===== src/sv/llh_pkg.sv =====
`timescale 1ns / 1ps
// ----------------------------------------------------------------------------
// llh_pkg: shared types and constants for the latency histogram
// Item formats, function codes, bucket split points and the lower bound map.
// ----------------------------------------------------------------------------
package llh_pkg;

	// Function codes carried by a sample item
	localparam logic FUNC_RECORD = 1'b0;
	localparam logic FUNC_READ   = 1'b1;

	// Bucket map split points
	localparam int SPLIT_LOW   = 11;
	localparam int SPLIT_HIGH  = 21;
	localparam int TAIL_OFFSET = 10;

	// Internal bucket number width (covers every legal bucket count)
	localparam int BKT7_W = 7;

	typedef struct packed {
		logic        func;
		logic [63:0] latency_us;
		logic [1:0]  op_class;
		logic        encrypted_op;
		logic [5:0]  read_bucket;
	} sample_t;

	typedef struct packed {
		logic [5:0]  bucket_index;
		logic [63:0] bucket_count;
		logic [40:0] bucket_lower_bound;
		logic [63:0] class_latency_sum;
		logic [63:0] class_op_count;
		logic [63:0] class_encrypted_sum;
	} result_t;

	// Per-class totals as stored in the totals memory
	typedef struct packed {
		logic [63:0] enc_sum;
		logic [63:0] op_cnt;
		logic [63:0] lat_sum;
	} totals_t;

	typedef enum logic [1:0] {
		ST_CLEAR,
		ST_IDLE,
		ST_MAP,
		ST_UPD
	} state_t;

	// Lowest latency that maps into bucket b
	function automatic logic [63:0] lower_bound_fn(input logic [BKT7_W-1:0] b);
		logic [BKT7_W-1:0] k;
		logic [5:0]        oct;
		logic [63:0]       v;
		k   = '0;
		oct = '0;
		v   = '0;
		if (b == '0) begin
			v = '0;
		end else if (b < BKT7_W'(SPLIT_LOW)) begin
			v = 64'd1 << b;
		end else if (b < BKT7_W'(SPLIT_LOW + 2 * (SPLIT_HIGH - SPLIT_LOW))) begin
			// half-octave buckets: even k is the octave start, odd k its midpoint
			k   = b - BKT7_W'(SPLIT_LOW);
			oct = 6'(SPLIT_LOW) + 6'(k >> 1);
			v   = (64'd1 << oct) | (k[0] ? (64'd1 << (oct - 6'd1)) : 64'd0);
		end else begin
			k = b - BKT7_W'(TAIL_OFFSET);
			if (k > BKT7_W'(63)) begin
				k = BKT7_W'(63);
			end
			v = 64'd1 << k[5:0];
		end
		return v;
	endfunction

endpackage


===== src/sv/llh_map.sv =====
`timescale 1ns / 1ps
// ----------------------------------------------------------------------------
// llh_map: bucket selection
// Maps a latency to its log-linear bucket (or saturates a requested bucket)
// and gives the bucket's lower bound.
// ----------------------------------------------------------------------------
module llh_map
	import llh_pkg::*;
#(
	parameter int NUM_BUCKETS = 51,
	parameter int BKT_W       = $clog2(NUM_BUCKETS)
) (
	input  logic              func,
	input  logic [63:0]       latency_us,
	input  logic [5:0]        read_bucket,
	output logic [BKT_W-1:0]  bucket,
	output logic [40:0]       lower_bound
);

	localparam logic [BKT7_W-1:0] LAST_BKT = BKT7_W'(NUM_BUCKETS - 1);

	logic [5:0]        top;
	logic [BKT7_W-1:0] map_b;
	logic [BKT7_W-1:0] sel_b;
	logic [63:0]       lb_full;

	// position of the highest set bit (zero for a zero latency)
	always_comb begin
		top = '0;
		for (int i = 0; i < 64; i++) begin
			if (latency_us[i]) begin
				top = 6'(i);
			end
		end
	end

	// log below the split, half octaves inside it, log plus offset above
	always_comb begin
		if (top < 6'(SPLIT_LOW)) begin
			map_b = {1'b0, top};
		end else if (top < 6'(SPLIT_HIGH)) begin
			map_b = ({1'b0, top} << 1) - BKT7_W'(SPLIT_LOW)
				+ BKT7_W'(latency_us[top - 6'd1]);
		end else begin
			map_b = {1'b0, top} + BKT7_W'(TAIL_OFFSET);
		end
	end

	// choose mapped or requested bucket, then clamp to the last bucket
	always_comb begin
		sel_b = (func == FUNC_RECORD) ? map_b : {1'b0, read_bucket};
		if (sel_b > LAST_BKT) begin
			sel_b = LAST_BKT;
		end
	end

	assign lb_full     = lower_bound_fn(sel_b);
	assign bucket      = BKT_W'(sel_b);
	assign lower_bound = lb_full[40:0];

endmodule


===== config.mk =====
export PLATFORM = sky130hd
export DESIGN_NAME = llh_map
export DESIGN_NICKNAME = d
export VERILOG_FILES = /design/src/sv/llh_pkg.sv /design/src/sv/llh_map.sv
export SDC_FILE = /design/constraint.sdc
export NUM_CORES = 1
export LEC_CHECK = 0
export BUFFER_PORTS_ARGS = -buffer_cell sky130_fd_sc_hd__buf_2
export CAP_MARGIN = 20
export CORE_MARGIN = 8
export CORE_UTILIZATION = 30
export DETAILED_ROUTE_END_ITERATION = 8
export SLEW_MARGIN = 20
export SYNTH_ARGS = -nofsm -noshare
export SYNTH_HDL_FRONTEND = slang
export SYNTH_SLANG_ARGS = --single-unit

===== constraint.sdc =====
create_clock -name vclk -period 11.56
set_input_delay 0.578 -clock vclk [all_inputs]
set_output_delay 0.578 -clock vclk [all_outputs]
set_load 0.1 [all_outputs]

# Word level (Yosys, flattened, before mapping)
# Cells that the tools add are included.
# totals
reg_bits,0
output_inout_bits,47
elab_cells,98
# classes
add_sub_neg,8
magnitude_cmp,7
shifts,4
n_mux,77
n_bitwise,1
reduce_logical,1
# ops
op,count
$mux W6,64
$mux W41,4
$shl A1 B6 Y41 const A,3
$or A41 B41 Y41,1
$shl A1 B7 Y41 const A,1
$mux W7,4
$sub A7 B4 Y7 const B,3
$gt A7 B6 Y1 const B,2
$sub A6 B1 Y6 const B,2
$add A6 B4 Y7 const B,1
$add A7 B1 Y7,1
$logic_not A7 Y1,1
$lt A6 B7 Y1 const B,1
$lt A7 B4 Y1 const B,1
$lt A7 B5 Y1 const B,1
$add A4 B6 Y6 const A,1
$bmux W1 S6,1
$lt A6 B4 Y1 const B,1
$lt A6 B5 Y1 const B,1
$mux W2,2
$mux W1,2

# Logic depth before layout (Yosys ltp)
# logic_depth
depth_word,82
ltp_mapped,39

# Worst setup path after synthesis
# OpenSTA, ideal clock, no wires.
# synth_path
path_type,input to output
start,in latency_us[45]
end,out lower_bound[25]
arrival_time_ps,11218
required_time_ps,10982
slack_ps,-236
stages,35
path_buffers,4
cell_sequence,nor2b_1 o21bai_1 o2111ai_1 a311o_1 o21ai_2 buf_2 ha_1 clkbuf_1 clkbuf_1 mux2i_1 mux4_2 a21boi_2 a22oi_1 nor3_1 nor2_1 ha_1 a22oi_1 nor2_1 or4_1 a22o_1 a41oi_4 and2_1 clkbuf_1 inv_1 ha_1 inv_1 nand2_1 nand2_1 nor3_1 o41ai_4 nand2_4 xnor2_1 o31ai_2 a31oi_1 a211oi_1
# synth_between
elab_chain_len,38
elab_cells_between_ends,53
classes_between,add/sub (8); order compare (6); shift (4); mux (33); bitwise (1); reduce/logical (1)
# synth_lines
item,line_no,text
from (decl),llh_map.sv:14,"input logic [63:0] latency_us,"
$mux W6 (19 in series),llh_map.sv:31,if (latency_us[i]) begin
$sub A6 B1 Y6,llh_map.sv:43,+ BKT7_W'(latency_us[top - 6'd1]);
$bmux W1 S6,llh_map.sv:43,
$mux W1 (not written as such),llh_map.sv:43,
$add A7 B1 Y7,llh_map.sv:43,
$mux W7,llh_map.sv:41,end else if (top < 6'(SPLIT_HIGH)) begin
$mux W7 *,llh_map.sv:39,if (top < 6'(SPLIT_LOW)) begin
$mux W7 *,llh_map.sv:51,"sel_b = (func == FUNC_RECORD) ? map_b : {1'b0, read_bucket};"
$gt A7 B6 Y1,llh_map.sv:52,if (sel_b > LAST_BKT) begin
$mux W7 *,llh_map.sv:52,
named net bucket[2],llh_map.sv:16,"output logic [BKT_W-1:0] bucket,"
"parallel branches: the longest is 9 deep, another holds $sub A7 B4 Y7",n/a,
$mux W41 *,llh_pkg.sv:59,if (b == '0) begin
to (decl),llh_map.sv:17,output logic [40:0] lower_bound
# Mark *: on every way through the listed nets, which the timed path passes. The select of a mux whose other input is x is not followed.

# Final worst setup path
# layout_path
start,in latency_us[4]
end,out lower_bound[25]
# layout_between
elab_chain_len,79
elab_cells_between_ends,94
classes_between,add/sub (8); order compare (6); shift (4); mux (74); bitwise (1); reduce/logical (1)
# layout_lines
item,line_no
$mux W6 (60 in series),llh_map.sv:31
$sub A6 B1 Y6,llh_map.sv:43
$bmux W1 S6,llh_map.sv:43
$mux W1 (not written as such),llh_map.sv:43
$add A7 B1 Y7,llh_map.sv:43
$mux W7,llh_map.sv:41
$mux W7 *,llh_map.sv:39
$mux W7 *,llh_map.sv:51
$gt A7 B6 Y1,llh_map.sv:52
$mux W7 *,llh_map.sv:52
"parallel branches: the longest is 9 deep, another holds $sub A7 B4 Y7",n/a
$mux W41 *,llh_pkg.sv:59
# Mark *: on every way between the ends. The select of a mux whose other input is x is not followed.

==> results.cfg <==
[status]
run_status = finished, final reports clean

[setup_path]
critical_path.max_fanout = 23
timing.critical_path.slowest_cell_delay_ns = 0.78
critical_path.most_common_cell = a31oi_1
cp-end-kind = output port
critPathSlowestCell = ha_2
crit_type = primary input to output port
startpoint_type = primary input
worst-endpoint-required_ns = 10.98
cp_data_arrival_time_ns = 9.97

[worst_hold_path]
min_delay_worst_endpoint = bucket[0]
hold_path.startpoint = read_bucket[0]
min_delay_path_depth = 5
timing.hold.worst.class = primary input to output port

[synth]
syn-mean-instance-area_um2 = 6.50
netlist_area_before_placement_um2 = 4130
synth.top_cells.by_area = nand2_1 6.5%, nor2_1 6.4%, mux2i_1 5.8%
yosysWarningCount = 0
synth.lib_cells_used.distinct = 88
synth.yosys.seq_area_share_pct = 0
net_count_of_the_mapped_netlist = 724
synth_top_area_share_pct = 6.54
post_synth_inst_count = 636
synthDominantAreaCellType = nand2_1

[sta]
relSlewSlack_pct = 45.2
finalMaxSlewViolations = 0
worst_pin_slew_ns = 0.819
final.period_utilization_pct = 91.3
timing.final.ws_setup_ns = 1.01
hold_slack_ns = 2.02
grt_setup_unrepaired = false
timing.final.hold_violations = 0
timing.final.setup_violations = 0
layout_min_cycle_time_ns = 10.55
setup-tns-final_ns = 0
max_freq_mhz = 94.8

[global_routing]
number_of_antenna_violations_at_the_first_check_in_global_routing = 0
first_global_vias = 5210
globalRouteOverflowTotal = 0
grt_max_degree = 24
grt_first_pass_wirelength_um = 26600
grt.total_usage_pct = 17.2

[power_and_ir_drop]
seq_power_share_pct = 0
total_power_density_per_cell_area_nw_per_um2 = 66.8
internal-power_mw = 0.0999
pwr-share-comb_pct = 100.0
clock_power_share_pct = 0
irDropWorstVdd_mv = 0.0244
power_switching_share_pct = 70.0
leakage_nw = 2.00
switching_power_mw = 0.233

[cells_and_area]
layout-drive-gt1-share_pct = 24.5
fillCellCount = 1488
final-instance-count-excl-fill = 912
multi_input_comb_area_um2 = 3890
clock_buffer_count = 0
sequential_cell_area_um2 = 0
finalInstanceArea_um2 = 4980
area_growth_syn_to_layout_pct = 20.4
net_total_in_the_final_layout = 822
number_of_inserted_diodes = 0
layout.sequential_cells = 0

[routing]
final_antenna_net_count = 0
drc = 0
via_per_inst = 6.14
detailroute.via_count = 5602
drt_wl_total_um = 16500
first_pass_iters = 6
route.detailed.wl_per_inst_um = 18.1
initialDrtViolationCount = 641

[floorplan]
die_width_um = 133
start_util_pct = 30.3
die_height_um = 133
die_area_um2 = 17800
core_area_um2 = 13700
count_of_standard_cell_rows = 43
boundaryPins = 118

[run]
drv.max_cap_violation_count = 0

[placement]
io_buffer_count = 118
place.gp.congestion = 0.983
dp_wirelength_um = 13500
placed_cells = 912
pre_cts_slack_ns = 0.648
postPlaceCellArea_um2 = 4970

[clock_tree]
post_cts_buffers = 0
## worst max-delay path by stage
stage                         startpoint               to  slack [ns]  cells past startpoint
after global placement     latency_us[4]  lower_bound[25]        0.84                     34
after CTS                  latency_us[4]  lower_bound[25]        0.63                     34
final                      latency_us[4]  lower_bound[25]        1.01                     34
after floorplan           latency_us[45]   lower_bound[0]      -0.006                     36
after global routing       latency_us[4]  lower_bound[25]        0.14                     34
after detailed placement   latency_us[4]  lower_bound[25]        0.65                     34
## layer usage
layer / GRT usage (%) / part of all wire (%) / wire length (um) / up-vias
met5: 0 / 0 / 0 / -
met4: 2.68 / 1.7 / 277 / 0
met3: 2.86 / 8.7 / 1440 / 34
met2: 27.3 / 45 / 7420 / 268
met1: 24.2 / 45 / 7360 / 2645
li1: - / - / - / 2655
## cells by family (layout without fill, tap and decap cells)
logic type | Yosys count | count (layout) | share of synthesized area [%]
AND/OR/NAND/NOR | 301 | 301 | 37.1
AO/OA/AOI/OAI | 214 | 214 | 38.4
buffers and inverters | 60 | 156 | 6.45
multiplexers | 34 | 34 | 10.4
adder cells (fa/ha/maj) | 17 | 17 | 5.15
XOR/XNOR | 10 | 10 | 2.48
## placed cells by master (no fill, tap or decap), drive strengths merged, types with 5 or more instances in the layout
cell    synthesis  final
and4            5      5
mux4            7      7
o31ai          14     14
mux2i          24     24
a211oi         10     10
and2           14     14
nor4           19     19
nor2           71     71
inv            28     28
o21ai          43     43
o21a            5      5
nor3b           5      5
a221oi          6      6
xnor2           8      8
a21oi          44     44
o211ai         11     11
nand3          39     39
ha             17     17
a31oi          15     15
or3             6      6
o21bai          5      5
nor3           22     22
or4             6      6
and3            9      9
nand2          74     74
nand4          10     10
buf            12    128
nand2b         10     10
a22oi           7      7
## through the flow
step | power [mW] | utilization [%]
finish | 0.333 | 36.4
global route | 0.355 | 36.4
CTS | 0.326 | 36.4
detailed placement | 0.325 | 36.4
global placement | 0.327 | 36.4
floorplan | 0.241 | -
## power by group through the flow
stage	combinational (mW)	clock [mW]	sequential, mW
after floorplan	0.241	0	0
after global placement	0.327	0	0
after detailed placement	0.325	0	0
after CTS	0.326	0	0
after global routing	0.355	0	0
final	0.333	0	0
## worst max-delay path, delay by kind of cell
kind            cells  cell delay [ns]
simple gates        8             2.25
mux                 3             0.80
compound gates     14             3.55
buf+inv             4             0.95
fa+ha+maj           4             1.71
xor+xnor            1             0.09
## cell type report
| class | instances | share of cell area [%] |
|---|---|---|
| multi-input cells | 576 | 78.2 |
| repair buffers | 128 | 15.2 |
| well taps | 180 | 4.53 |
| inverters | 28 | 2.11 |
## synthesized netlist by cell type, drive strengths merged, types with 7 or more instances
master and number:
a31oi 15, o21ai 43, ha 17, nor4 19, a21oi 44, o211ai 11, nor2 71, nand2 74
nor3 22, clkbuf 20, nand4 10, nand3 39, xnor2 8, mux4 7, buf 12, nand2b 10
a211oi 10, mux2i 24, a22oi 7, and2 14, inv 28, o31ai 14, and3 9
## what timing repair did
item / in CTS / in global routing
endpoints found under the setup margin: 0 / 28
gates resized for setup: 0 / 2
hold buffers: 0 / 0
Power figures use the tool's default switching activity.
